===== config.mk =====
export PLATFORM = sky130hd
export DESIGN_NAME = cgb_wram_ram
export DESIGN_NICKNAME = d
export VERILOG_FILES = /design/src/rtl/core/cgb_wram_ram.sv
export SDC_FILE = /design/constraint.sdc
export NUM_CORES = 2
export LEC_CHECK = 0
export BUFFER_PORTS_ARGS = -buffer_cell sky130_fd_sc_hd__buf_2
export CORE_MARGIN = 2
export CORE_UTILIZATION = 64
export CTS_BUF_LIST = sky130_fd_sc_hd__clkbuf_4
export DETAILED_ROUTE_END_ITERATION = 6
export GPL_TIMING_DRIVEN = 0
export HOLD_SLACK_MARGIN = 0.15
export PLACE_DENSITY_LB_ADDON = 0.12
export SLEW_MARGIN = 15
export SYNTH_ARGS = -nofsm -noshare
export SYNTH_HDL_FRONTEND = slang
export SYNTH_SLANG_ARGS = --single-unit

===== constraint.sdc =====
create_clock -name clk -period 5.6 [get_ports clk]
set_input_delay 0.56 -clock clk [delete_from_list [all_inputs] [get_ports clk]]
set_output_delay 0.56 -clock clk [all_outputs]
set_load 0.02 [all_outputs]

===== src/rtl/core/cgb_wram_ram.sv =====
// Generic single-port synchronous RAM with a registered read.
`timescale 1ns / 1ps
`default_nettype none
module cgb_wram_ram #(
	parameter int WIDTH = 8,
	parameter int DEPTH = 256
) (
	input  wire logic                     clk,
	input  wire logic                     we,
	input  wire logic [$clog2(DEPTH)-1:0] addr,
	input  wire logic [WIDTH-1:0]         wdata,
	output logic      [WIDTH-1:0]         rdata
);
	localparam int AW = $clog2(DEPTH);

	logic [WIDTH-1:0] mem [DEPTH];

	// Writes beyond the depth are dropped; the read is registered.
	always_ff @(posedge clk) begin
		if (we && ({1'b0, addr} < (AW+1)'(DEPTH))) begin
			mem[addr] <= wdata;
		end
		rdata <= mem[addr];
	end
endmodule
`default_nettype wire


==> Yosys cells after proc, flatten, opt, wreduce, memory -nomap -nowiden <==
Memories as Yosys holds them, arrays and structs flattened. A register that Yosys moved wholly into a read port is not among the register bits.
Index checks and enable logic that the tools add are counted.
{ "word_totals": {"ff_bits": 0, "mem_bits_rw": 2048, "output_inout_bits": 8, "memories": 1} }
{ "memory_table": {"columns": ["memory", "depth", "width", "rd", "rd_ports_with_merged_regs", "wr", "line", "source"], "rows": [
  ["mem", 256, 8, 1, 1, 1, "16", "logic [WIDTH-1:0] mem [DEPTH];"]
]} }
{ "op_classes": {"muxes": 2} }
{ "ops": {"columns": ["operator", "n"], "rows": [
  ["$mux 1", 2]
]} }

==> Depth between registers and ports, before layout <==
{ "logic_depth": {"word_depth": 2, "ltp_mapped": 10, "depth_no_buf": 5} }

==> Worst setup path after synthesis <==
Ideal clock, no wire load.
{ "synth_timing": {"kind": "input -> register", "from": "input port addr[1]", "to": "memory mem[111][0], enable pin", "t_arrival_ns": 2.409, "required_time_ns": 5.230, "setup_slack_ns": 2.821, "path_stages": 9, "cell_sequence": "buf_2 > clkbuf_1 > clkbuf_1 > nand2_1 > buf_2 > nor2_1 > nand2_1 > clkbuf_1 > nor2_1"} }
{ "synth_lines": {"columns": ["element", "line", "source"], "rows": [
  ["start: declaration", "10", "input wire logic [$clog2(DEPTH)-1:0] addr,"],
  ["end: declaration", "16", null]
]} }
Straight into the memory's write port.

==> Final worst setup path <==
{ "layout_timing": {"from": "input port addr[2]", "to": "memory mem[36][2], enable pin"} }
Straight into the memory's write port.

==> metrics <==
crit path kind in -> reg; ys async rst share 0%; Peak Freq 0.2096 GHz; Avg Inst Size Synth 22.13 sq um; Initial Util 64.49%; M1 GR Usage 45.70%; GR peak layer met2; area of the multi-input gates 0.01591 sq mm; status complete, no violations; Seq cells post-synth 2056; Post-synth EDFFs 2048; startpoint type of the worst setup path input pin; routed via count 41.43k; actual slew at the worst max-slew pin 1.378 ns; Post-CTS Resized 0; layout cell share with drive strength beyond 1 31.60%; syn_nets 3565; GP Congestion 0.9373; synth-to-layout area growth 11.87%; Via density 6.760; Max-slew headroom 6.933%; GR Util met3 9.481%; Hold Vio Cnt, Final 0; Max VDD drop 0.2685 mV; Iter 0 DRT Violations 6217; clk_skew 0.08087 ns; Final #Nets 4127; die height 354.2 um; drt pass-1 iters 6; Register Area 0.06166 sq mm; Routed WL per cell 33.67 um; Die X 354.2 um; final setup margin 0.8280 ns; max cap viols 0; clock insertion delay at the later pin of the skew report 1.38 ns; top post-synthesis cells by count edfxtp_1, mux4_2, a22oi_1; antenna-violating nets left 0; Tmin final 4.772 ns; initial antenna violation count 18; Crit path required time 6.52 ns; worst setup path startpoint addr[2]; Max Root-Sink Buffers 4; post-route cell area 0.08781 sq mm; CORE AREA 0.1217 sq mm; pins over their slew limit 0; Mapped Area 0.07849 sq mm; final WL 206400 um; buffers inserted by post-CTS timing repair 0; Synth area leader edfxtp_1; Worst Path Max Fanout 10; Yosys warning total 0; Place WS 0.2661 ns; Clock Sinks 2056; Yosys top cell area share 78.35%; final setup vio count 0; CTS tree yes; placed inst area 0.08142 sq mm; Filler cells 7186; die area 0.1255 sq mm; H-tree depth 5; Area contributors post-synth edfxtp_1, mux4_2, a22oi_1; PwrDens 344.2 mW/mm^2; Pleak 27.32 nW; DPL Wire Length 134700 um; first-pass GRT wire length 292400 um; root buf cell clkbuf_4; Remaining Overflow, GRT 0; hold path startpoint wdata[5]; number of I/O port buffers 21; Worst R2R Setup Slack 1.85 ns; worst hold path type in -> reg; All-Layer GR Usage 33.42%; met2 usage 50.31%; largest net degree at the start of global routing 138; Primary FF master, synth edfxtp_1; post-synth cell types 22; worst r2r src mem[191][7]; Synth Instances 3547; CTS buffer count 494; clk slew on worst S/H paths 0.07 ns; Post-route DRC 0; fin crit share 85.21%; CP endpoint kind flip-flop; RSZ-0062 raised after global routing false; row count 128; sequential share of the synthesized area 78.55%; top-count cell post-synth edfxtp_1; IO Count 26; arrival time of the worst setup path 5.69 ns; vias in the first global route 42.19k
-- path summary, 6_finish.rpt --
check                                   to  depth (start not counted)
worst min-delay path            mem[61][5]                          2
worst min register to register    rdata[6]                          5
worst max-delay path            mem[36][2]                          9
worst max register to register    rdata[7]                          5
-- registers in the layout, indices dropped and copies added (netlist names) --
register and count:
mem 2048, rdata 8
-- per-stage QoR --
step                utilization, %  hold WS, ns  total power (W)  setup TNS (ns)  instances
floorplan                        -       0.6589          0.01806               0       3547
global placement             66.24       0.9829          0.01878         -119.20       5193
detailed placement           66.90       0.9790          0.01882               0       5218
CTS                          72.01       0.1540          0.03028               0       6106
global route                 72.12       0.1935          0.03110               0       6118
finish                       72.14       0.2401          0.03022               0       6128
-- routing by layer --
metal  vias up  part of all wire (%)
met5         -                 0.015
met4         4                   5.0
met2      3039                    47
met1     21250                    35
li1      16600                     -
met3       533                    13
-- report_power, final --
group          internal (W)  switching (W)  leakage [nW]
clock               0.00592        0.00577          3.60
combinational      0.000514        0.00106          5.25
sequential           0.0170      0.0000111          18.5
-- placed cells by master, fill, tap and decap left out, drive strengths merged, types with 20 or more instances in the layout --
cell type / count
nor2: 232
clkinv: 155
nand2: 28
o41ai: 32
buf: 133
a22oi: 256
mux4: 512
clkbuf: 852
edfxtp: 2048
a21oi: 128
diode: 22
nor3: 30
dlygate4sd3: 20
-- kinds of logic (layout without fill, tap and decap cells) --
kind of cell / Yosys count / after routing / share of synthesized area, %
compound gates: 416 / 416 / 3.622
buf+inv: 233 / 1167 / 1.401
flops: 2056 / 2056 / 78.55
other cells: 0 / 22 / 0
simple gates: 330 / 330 / 1.733
mux: 512 / 512 / 14.69
-- critical path, cell delays in order --
cell and delay (ns):
dlygate4sd3_1 0.58, buf_2 0.25, nor2b_1 0.16, clkbuf_1 0.73, buf_2 0.60, buf_1 0.62
nand3_1 0.55, clkbuf_2 0.68, nor2_1 0.91
-- what timing repair did --
item,4_1_cts,5_1_grt
endpoints found under the hold margin,1550,0
hold buffers,20,0
endpoints found under the setup margin,0,0
-- area by class of cell --
cell class	instances	area share (%)
Tap cell	1625	2.315
Clock buffer	707	6.044
Clock inverter	161	0.8221
Sequential cell	2056	70.22
Inverter	1	0.004275
Multi-Input combinational cell	1258	18.12
Timing Repair Buffer	66	1.140
Antenna cell	22	0.06269
Buffer	232	1.274
(Power assumes the default switching activity.)
