## src/rtl/core/cgb_wram_pkg.sv

```systemverilog
// Shared types, port codes and reset values for the work RAM and IO map.
`timescale 1ns / 1ps
`default_nettype none
package cgb_wram_pkg;

	// Region that an access falls in after the echo area is folded back.
	typedef enum logic [2:0] {
		RG_FAULT,
		RG_WRAM,
		RG_OAM,
		RG_UNUSED,
		RG_IO,
		RG_HRAM
	} region_t;

	// Where the result byte of an item comes from in the result cycle.
	typedef enum logic [2:0] {
		SRC_DIRECT,
		SRC_WRAM,
		SRC_OAM,
		SRC_HRAM,
		SRC_IO,
		SRC_BGPAL,
		SRC_OBJPAL
	} src_t;

	// Sequencer states.
	typedef enum logic {
		ST_CLEAR,
		ST_RUN
	} state_t;

	// Decoded access handed from the decoder to the top level.
	typedef struct packed {
		region_t    region;
		logic       bank_hi;
		logic [7:0] low;
	} dec_t;

	// IO port numbers.
	localparam logic [7:0] P_P1    = 8'h00;
	localparam logic [7:0] P_SC    = 8'h02;
	localparam logic [7:0] P_DIV   = 8'h04;
	localparam logic [7:0] P_TAC   = 8'h07;
	localparam logic [7:0] P_IF    = 8'h0F;
	localparam logic [7:0] P_LCDC  = 8'h40;
	localparam logic [7:0] P_STAT  = 8'h41;
	localparam logic [7:0] P_BGP   = 8'h47;
	localparam logic [7:0] P_VBK   = 8'h4F;
	localparam logic [7:0] P_HDMA5 = 8'h55;
	localparam logic [7:0] P_RP    = 8'h56;
	localparam logic [7:0] P_BCPS  = 8'h68;
	localparam logic [7:0] P_BCPD  = 8'h69;
	localparam logic [7:0] P_OCPS  = 8'h6A;
	localparam logic [7:0] P_OCPD  = 8'h6B;
	localparam logic [7:0] P_SVBK  = 8'h70;

	// Power-up values of registers held in flip-flops.
	localparam logic [7:0] P1_RESET   = 8'hCF;
	localparam logic [7:0] SVBK_RESET = 8'hF8;

	// Power-up value of an IO register kept in the IO memory.
	function automatic logic [7:0] io_reset_value(input logic [7:0] port);
		logic [7:0] v;
		case (port)
			P_SC:    v = 8'h7F;
			P_TAC:   v = 8'hF8;
			P_IF:    v = 8'hE1;
			P_LCDC:  v = 8'h91;
			P_BGP:   v = 8'hFC;
			P_RP:    v = 8'h3E;
			default: v = 8'h00;
		endcase
		return v;
	endfunction

endpackage
`default_nettype wire

```

## src/rtl/core/cgb_wram_dec.sv

```systemverilog
// Address decoder: folds the echo area and classifies the bus address.
`timescale 1ns / 1ps
`default_nettype none
module cgb_wram_dec (
	input  wire logic [15:0]        address,
	output cgb_wram_pkg::dec_t      dec
);
	logic [15:0] ae;

	// Echo RAM maps back onto work RAM by clearing address bit 13.
	always_comb begin
		ae = address;
		if (address[15:13] == 3'b111 && address[15:9] != 7'h7F) begin
			ae[13] = 1'b0;
		end
	end

	// Classify the folded address into one region.
	always_comb begin
		dec.bank_hi = ae[12];
		dec.low     = ae[7:0];
		priority if (ae[15:14] != 2'b11) begin
			dec.region = cgb_wram_pkg::RG_FAULT;
		end else if (ae[15:13] == 3'b110) begin
			dec.region = cgb_wram_pkg::RG_WRAM;
		end else if (ae[15:8] == 8'hFE && ae[7:0] < 8'hA0) begin
			dec.region = cgb_wram_pkg::RG_OAM;
		end else if (ae[15:8] == 8'hFE) begin
			dec.region = cgb_wram_pkg::RG_UNUSED;
		end else if (!ae[7] || ae[7:0] == 8'hFF) begin
			dec.region = cgb_wram_pkg::RG_IO;
		end else begin
			dec.region = cgb_wram_pkg::RG_HRAM;
		end
	end
endmodule
`default_nettype wire

```

## config.mk

```make
export PLATFORM = sky130hd
export DESIGN_NAME = cgb_wram_dec
export DESIGN_NICKNAME = d
export VERILOG_FILES = /design/src/rtl/core/cgb_wram_pkg.sv /design/src/rtl/core/cgb_wram_dec.sv
export SDC_FILE = /design/constraint.sdc
export NUM_CORES = 1
export LEC_CHECK = 0
export BUFFER_PORTS_ARGS = -buffer_cell sky130_fd_sc_hd__buf_2
export CAP_MARGIN = 20
export CORE_AREA = 2 2 39 41
export DETAILED_ROUTE_END_ITERATION = 16
export DIE_AREA = 0 0 41 43
export SYNTH_ARGS = -nofsm -noshare
export SYNTH_HDL_FRONTEND = slang
export SYNTH_SLANG_ARGS = --single-unit
```

## constraint.sdc

```tcl
create_clock -name vclk -period 0.8
set_clock_uncertainty 0.15 [all_clocks]
set_input_delay 0.12 -clock vclk [all_inputs]
set_output_delay 0.12 -clock vclk [all_outputs]
set_load 0.01 [all_outputs]
```

======== After elaboration in Yosys (flattened, before gate mapping) ========
Cells that the tools add are included.
operators by class
  reduce and logical (&&, ||, !) cells .... 4
  equality and inequality tests ........... 6
  mux-type cells .......................... 6
  $lt $le $gt $ge ......................... 1
operator list
  cell                                               count
  equality test 8 bit, second input constant         2
  2-to-1 mux 3 bit                                   4
  less-than comparator 8 bit, second input constant  1
  inequality test 7 bit, second input constant       1
  equality test 3 bit, second input constant         2
  logical AND 1 bit                                  2
  2-to-1 mux 1 bit                                   2
  inequality test 2 bit, second input constant       1
  logical NOT 1 bit                                  1
  logical OR 1 bit                                   1
storage, ports and cells
  bits in registers ....................... 0

======== Longest topological paths before layout ========
Gate-level depths: netlist of the first run.
  depth in word-level cells ............... 8
  mapped depth ............................ 3

======== Worst setup path before layout of the first run ========
Ideal clock, no wire load.
  path kind ............................... input-to-output
  start point ............................. input address[12]
  end point ............................... output dec[10] in the netlist's numbering
  buffers on the path ..................... 0
  path slack .............................. -0.109 ns
  stages .................................. 2
  arrival ................................. 0.639 ns
  path through ............................ nand2_1 nor4_1
RTL lines
  element             RTL line           text
  start: declaration  cgb_wram_dec.sv:5  input wire logic [15:0] address,
  end: declaration    cgb_wram_dec.sv:6  output cgb_wram_pkg::dec_t dec

==> results of run 1 <==
## kinds of logic after synthesis
group / count (synthesis)
compound gates: 3
buf+inv: 10
simple gates: 8
## through the flow
step / cell area, µm² / hold WS [ns] / worst slack, ns
floorplan: 156 / 0.124 / -0.0204
global placement: 249 / 0.290 / -0.276
detailed placement: 249 / 0.288 / -0.292
CTS: 338 / 0.273 / -0.250
global route: 353 / 0.276 / -0.331
finish: 353 / 0.271 / -0.228
## power breakdown
part	internal [µW]	leakage, µW	switching [µW]
sequential	0	0	0
clock	0	0	0
combinational	93.1	0.000168	68.8
## final cells by class
class	instances	area, µm²	share of cell area, %
well taps	16	20.0	5.67
inverters	1	6.26	1.77
repair buffers	28	213	60.3
multi-input cells	11	114	32.3
## how the worst min path moves through the flow
stage,cells past startpoint,startpoint,slack (ns),endpoint
finish,2,address[4],0.27,dec[4]
global route,2,address[4],0.28,dec[4]
CTS,2,address[4],0.27,dec[4]
global placement,2,address[12],0.29,dec[8]
floorplan,1,address[8],0.12,dec[10]
detailed placement,2,address[12],0.29,dec[8]
## worst max-delay path, cell delays in order
cell and delay, ns:
sky130_fd_sc_hd__buf_2 0.11, sky130_fd_sc_hd__nand3_2 0.05, sky130_fd_sc_hd__o211ai_1 0.22, sky130_fd_sc_hd__a31oi_2 0.11
sky130_fd_sc_hd__buf_2 0.14
## routing by layer
layer | track usage (%) | routed length [µm] | share of wire (%) | vias to the layer above
li1 | - | - | - | 107
met2 | 12.8 | 241 | 47 | 22
met4 | 0 | 0 | 0 | 0
met1 | 7.28 | 198 | 38 | 93
met3 | 0 | 76 | 15 | 0
met5 | 0 | 0 | 0 | -
## what timing repair did
| item | 4_1_cts | 5_1_grt |
|---|---|---|
| endpoints found under the setup margin | 3 | 3 |
| pin swaps | 6 | 1 |
| hold buffers | 0 | 0 |
| cloned | 0 | 0 |
| buffers inserted | 0 | 0 |
| resized for setup | 17 | 3 |
## placed cells by master (no fill, tap or decap)
cell type and count:
sky130_fd_sc_hd__nand4_1 1, sky130_fd_sc_hd__inv_4 1, sky130_fd_sc_hd__nor4_2 1, sky130_fd_sc_hd__nor4_4 1, sky130_fd_sc_hd__nand3_2 1, sky130_fd_sc_hd__nand2_1 1, sky130_fd_sc_hd__nor2_1 1, sky130_fd_sc_hd__nand3_4 1
sky130_fd_sc_hd__a31oi_2 1, sky130_fd_sc_hd__buf_6 10, sky130_fd_sc_hd__buf_8 1, sky130_fd_sc_hd__nand2_4 1, sky130_fd_sc_hd__o211ai_1 2, sky130_fd_sc_hd__buf_2 17
==> impl_summary.txt, run 1 <==
----------------------------------------------------
[Die]
  Number of rows in the core area ... 14
  Die outline area ... around 0.0018 mm²
  Die width ... 41 µm
  Initial core utilization ... 10.4%
  Die span in y ... 43 µm
  Core outline area ... ~0.0014 mm²
  IO Count ... 28

[Final layout]
  Area occupied by registers ... 0 µm²
  Final design utilization ... approximately a quarter
  Filler cell count in the final layout ... between 100 and 150
  Number of antenna repair diodes ... 0
  Syn-to-layout area delta ... 145%
  Layout cells sized above 1 ... roughly 88%
  Clock Buffer Count ... 0
  Post-layout instance count excluding filler cells ... 56
  Number of sequential storage elements ... 0
  Net count, final ... 58

[Setup path]
  Maximum fanout count along the critical path ... 3
  Data arrival time of the critical path ... 0.76 ns
  Capture point of the critical path ... dec[9]
  Category of the worst setup path launch point ... input port
  Required time at the worst-slack endpoint ... between 0.5 and 0.6 ns
  Crit. End Element ... primary output
  Worst setup path startpoint ... address[6]
  Category of the critical setup timing path ... in2out

[Drt]
  DRC marker count from the first detailed-route iteration ... 1
  Total Routed Length ... between 500 and 600 µm
  Drt pass-1 iters ... 2
  ANT nets after route ... 0
  Drt via density ... roughly 4.0
  Count of vias placed by the detailed router ... between 200 and 250
  Residual DRC ... 0
  Routed WL per cell ... 9.21 µm

[Synth]
  Share of the synthesized area in the top cell type ... between 40% and 50%
  Most common cell in the netlist ... sky130_fd_sc_hd__buf_4
  Adder-cell share of the synthesized area ... 0%
  Post-Synth Simple-Gate Area ... 35.7%
  Summed instance area of the synthesized netlist ... ~140 µm²
  Sequential area share after synthesis ... 0%
  Dominant combinational cell family by area after synthesis ... buffers and inverters
  Count of unique library cells instantiated by Yosys ... 11
  Share of the synthesized netlist area taken by xor and xnor gates ... 0%
  Synthesized-area fraction occupied by ao, oa, aoi and oai cells ... ~15%
  Syn nets ... 37
  Mux cell area share after synthesis ... 0%
  Top cell types by occurrence after synthesis ... sky130_fd_sc_hd__buf_4 (9), sky130_fd_sc_hd__nand2_1 (2), sky130_fd_sc_hd__o211ai_1 (2)
  Gate Count Post-Synth ... 21
  Leading post-synthesis cells by cell area ... sky130_fd_sc_hd__buf_4 (47%), sky130_fd_sc_hd__o211ai_1 (10%), sky130_fd_sc_hd__nor4_2 (8.7%)
  Avg Cell Area, Syn ... 6.85 µm²
  Post-synth top area cell ... sky130_fd_sc_hd__buf_4
  Number of synthesis warnings ... 0

[Pwr]
  Peak supply drop ... 0.156 mV
  Leakage ... around 0.00017 µW
  Total power ... about 160 µW
  Power density over cell area ... about 460 mW/mm²

[STA]
  Worst-case setup margin in the final layout ... -0.228 ns
  Final Hold Fails ... 0
  Maximum frequency from static timing analysis ... slightly below 1 GHz
  Max-Slew Margin vs Limit ... around 86%
  Setup Viol. Count Final ... 3
  Part of the cycle the worst path needs ... 129%
  Final Max Slew Viols ... 0
  Setup repair after global routing missed its margin ... true
  Setup TNS ... -0.460 ns
  Tightest Pin Transition ... about 0.22 ns
  Final critical path time including I/O delays and setup ... roughly 1 ns

[Placed design]
  Post-Place Cells ... between 50 and 60
  Final weighted congestion in routability-driven placement ... around 0.6
  Number of port buffers ... 28

[Global routing]
  All-layer global routing usage ... roughly 6.4%
  Via count of the first global-routing pass ... 215
  Global route overflow ... 0
  Maximum number of pins on one net before global-route repair ... 4
  Antenna violations before repair ... 0
  Global-route wire length before repair ... around 800 µm

[Hold path]
  Tightest Hold Check Type ... in2out

[Outcome]
  Violations in the final reports ... setup timing
  Outcome ... finished, violations left

[Job]
  Max-cap check violation count ... 0

----------------------------------------------------
Power figures use the tool's default switching activity.
==> inputs of run 2 (changes only) <==
--- a/config.mk
+++ b/config.mk
@@ -5,6 +5,7 @@
 export SDC_FILE = /design/constraint.sdc
 export NUM_CORES = 1
 export LEC_CHECK = 0
+export ABC_AREA = 1
 export BUFFER_PORTS_ARGS = -buffer_cell sky130_fd_sc_hd__buf_2
 export CAP_MARGIN = 20
 export CORE_AREA = 2 2 39 41
==> run 2 against run 1 <==
  * The run still ends with setup timing left
  * Wire length grew 8.3%
  * Utilization is 8.4 points higher
  * Clock-buffer cell count unchanged
  * Combinational power rose by 25%
  * Largest cell class unchanged
  * Highest routed layer unchanged
==> impl_summary.txt, run 2 <==
----------------------------------------------------
[Job]
  Max-cap check violation count ... 0 (unchanged)

[Synth]
  Count of unique library cells instantiated by Yosys ... 12 (+1)
  Gate Count Post-Synth ... 36 (+71%)
  Post-synth top area cell ... sky130_fd_sc_hd__buf_4
  Syn nets ... 52 (+41%)
  Share of the synthesized area in the top cell type ... 33.1% (-14 points)
  Sequential area share after synthesis ... 0% (unchanged)
  Top cell types by occurrence after synthesis ... sky130_fd_sc_hd__buf_4 (9), sky130_fd_sc_hd__nand2_1 (8), sky130_fd_sc_hd__inv_1 (5), sky130_fd_sc_hd__nand2_2 (3)
  Number of synthesis warnings ... 0 (unchanged)
  Most common cell in the netlist ... sky130_fd_sc_hd__buf_4
  Avg Cell Area, Syn ... 5.67 µm² (-17%)
  Leading post-synthesis cells by cell area ... sky130_fd_sc_hd__buf_4 (33%), sky130_fd_sc_hd__nand2_1 (15%), sky130_fd_sc_hd__inv_1 (9.2%)
  Summed instance area of the synthesized netlist ... 204 µm² (+42%)

[Hold path]
  Tightest Hold Check Type ... in2out

[STA]
  Final Max Slew Viols ... 0 (unchanged)
  Final critical path time including I/O delays and setup ... 1.09 ns (+0.0630 ns)
  Setup Viol. Count Final ... 3 (unchanged)
  Max-Slew Margin vs Limit ... 87.4% (+1.8 points)
  Maximum frequency from static timing analysis ... 0.916 GHz (-5.8%)
  Setup repair after global routing missed its margin ... true
  Setup TNS ... -0.710 ns (-0.250 ns)
  Final hold slack ... 0.276 ns (+0.00521 ns)
  Worst-case setup margin in the final layout ... -0.291 ns (-0.0630 ns)
  Tightest Pin Transition ... 0.188 ns (-0.0276 ns)
  Part of the cycle the worst path needs ... 136% (+7.9 points)
  Final Hold Fails ... 0 (unchanged)

[Global routing]
  Global route overflow ... 0 (unchanged)
  Global-route wire length before repair ... 876 µm (+7.6%)
  Antenna violations before repair ... 0 (unchanged)
  Via count of the first global-routing pass ... 227 (+5.6%)
  All-layer global routing usage ... 6.59% (+0.20 points)
  Maximum number of pins on one net before global-route repair ... 4 (unchanged)

[Final layout]
  Syn-to-layout area delta ... 130%
  Clock Buffer Count ... 0 (unchanged)
  Final design utilization ... 33.9% (+8.4 points)
  Net count, final ... 77 (+33%)
  Commonest non-fill, non-tap cells in the layout ... sky130_fd_sc_hd__buf_2 (19), sky130_fd_sc_hd__buf_6 (10), sky130_fd_sc_hd__nand2_2 (5)
  Number of antenna repair diodes ... 0 (unchanged)
  Leading cell type in the layout, fill and taps excluded ... sky130_fd_sc_hd__buf_2
  Area occupied by registers ... 0 µm² (unchanged)
  Number of sequential storage elements ... 0 (unchanged)
  Layout cells sized above 1 ... 88.1% (+0.64 points)

[Pwr]
  Leakage ... 0.000249 µW (+49%)
  Power density over cell area ... 430 mW/mm² (-6.3%)
  Total power ... 202 µW (+25%)
  Peak supply drop ... 0.118 mV (-24%)

[Die]
  Core outline area ... 0.00138 mm² (unchanged)
  Die span in y ... 43 µm (unchanged)
  IO Count ... 28 (unchanged)
  Die outline area ... 0.00176 mm² (unchanged)
  Number of rows in the core area ... 14 (unchanged)
  Die width ... 41 µm (unchanged)
  Initial core utilization ... 14.7% (+4.3 points)

[Setup path]
  Category of the critical setup timing path ... in2out
  Worst stage delay on the critical path ... 0.11 ns (-0.11 ns)
  Maximum fanout count along the critical path ... 2 (-1)
  Crit. End Element ... primary output
  Required time at the worst-slack endpoint ... 0.53 ns (about the same)
  Category of the worst setup path launch point ... input port
  Data arrival time of the critical path ... 0.82 ns (+0.06 ns)
  Worst setup path startpoint ... address[8]
  Series of cell instances along the critical path ... buf_12, inv_16, nand2_4, nor2_4, nand2_2, nand3_2, nand3_2, nand2_2, inv_2, buf_6
  Worst path slowest cell ... sky130_fd_sc_hd__buf_12
  Capture point of the critical path ... dec[9]

[Drt]
  Drt pass-1 iters ... 1 (-1)
  Residual DRC ... 0 (unchanged)
  ANT nets after route ... 0 (unchanged)
  Count of vias placed by the detailed router ... 286 (+29%)
  Total Routed Length ... 559 µm (+8.3%)
  DRC marker count from the first detailed-route iteration ... 0 (-1)
  Drt via density ... 3.81 (-3.8%)
  Routed WL per cell ... 7.45 µm (-19%)

[CTS]
  CTS Hold Bufs ... 0 (unchanged)

[Outcome]
  Violations in the final reports ... setup timing
  Outcome ... finished, violations left

[Placed design]
  DP Wirelength ... 513 µm
  Number of port buffers ... 28 (unchanged)
  Final weighted congestion in routability-driven placement ... 0.618 (+3.2%)

----------------------------------------------------
[run 2: metal layers]
layer	routed length, µm	vias to the layer above	part of all wire, %	GRT usage [%]
met5	0	-	0	0
met4	0	0	0	0
met3	76	0	14	0
met2	298	18	53	12.8
met1	184	123	33	7.91
li1	-	145	-	-
[run 2: area by class of cell]
type | instances | area (µm²)
Fill cell | 160 | 915
Inverter | 6 | 38.8
Multi-Input combinational cell | 21 | 168
Tap cell | 16 | 20.0
Timing Repair Buffer | 32 | 243
[run 2: through the flow]
stage / std cells / worst slack [ns] / area, µm²
6_report: 75 / -0.291 / 469
5_1_grt: 75 / -0.332 / 469
4_1_cts: 75 / -0.287 / 428
3_5_place_dp: 74 / -0.404 / 357
3_3_place_gp: 74 / -0.374 / 357
2_1_floorplan: 36 / -0.0588 / 241
[run 2: kinds of logic (layout without fill, tap and decap cells)]
| group | after synthesis | in the layout | share of synthesized area (%) |
|---|---|---|---|
| AOI/OAI and AO/OA | 1 | 1 | 3.68 |
| buffers and inverters | 15 | 38 | 44.2 |
| and+or+nand+nor | 20 | 20 | 52.2 |
[run 2: worst min-delay path by stage]
| stage | startpoint | to | slack, ns | depth (start not counted) |
|---|---|---|---|---|
| after detailed placement | address[4] | dec[4] | 0.29 | 2 |
| after CTS | address[12] | dec[8] | 0.28 | 2 |
| after floorplan | address[8] | dec[11] | 0.16 | 2 |
| after global placement | address[0] | dec[0] | 0.29 | 2 |
| final | address[2] | dec[2] | 0.28 | 2 |
| after global routing | address[2] | dec[2] | 0.29 | 2 |
[run 2: worst max-delay path: cells and delay by family]
family                 cells  cell delay (ns)
AND/OR/NAND/NOR            6             0.40
buffers and inverters      4             0.29
[run 2: what timing repair did]
action                                 in CTS  in global routing
endpoints found under the hold margin       0                  0
setup buffers                               1                  0
setup endpoints to repair                   3                  3
gates resized for setup                    13                 12
gates cloned                                0                  0
pin swaps                                  11                  5
[run 2: report_power, final]
| part | internal, µW | switching [µW] | total (µW) |
|---|---|---|---|
| registers | 0 | 0 | 0 |
| clock network | 0 | 0 | 0 |
| logic | 111 | 90.4 | 202 |
| total | 111 | 90.4 | 202 |
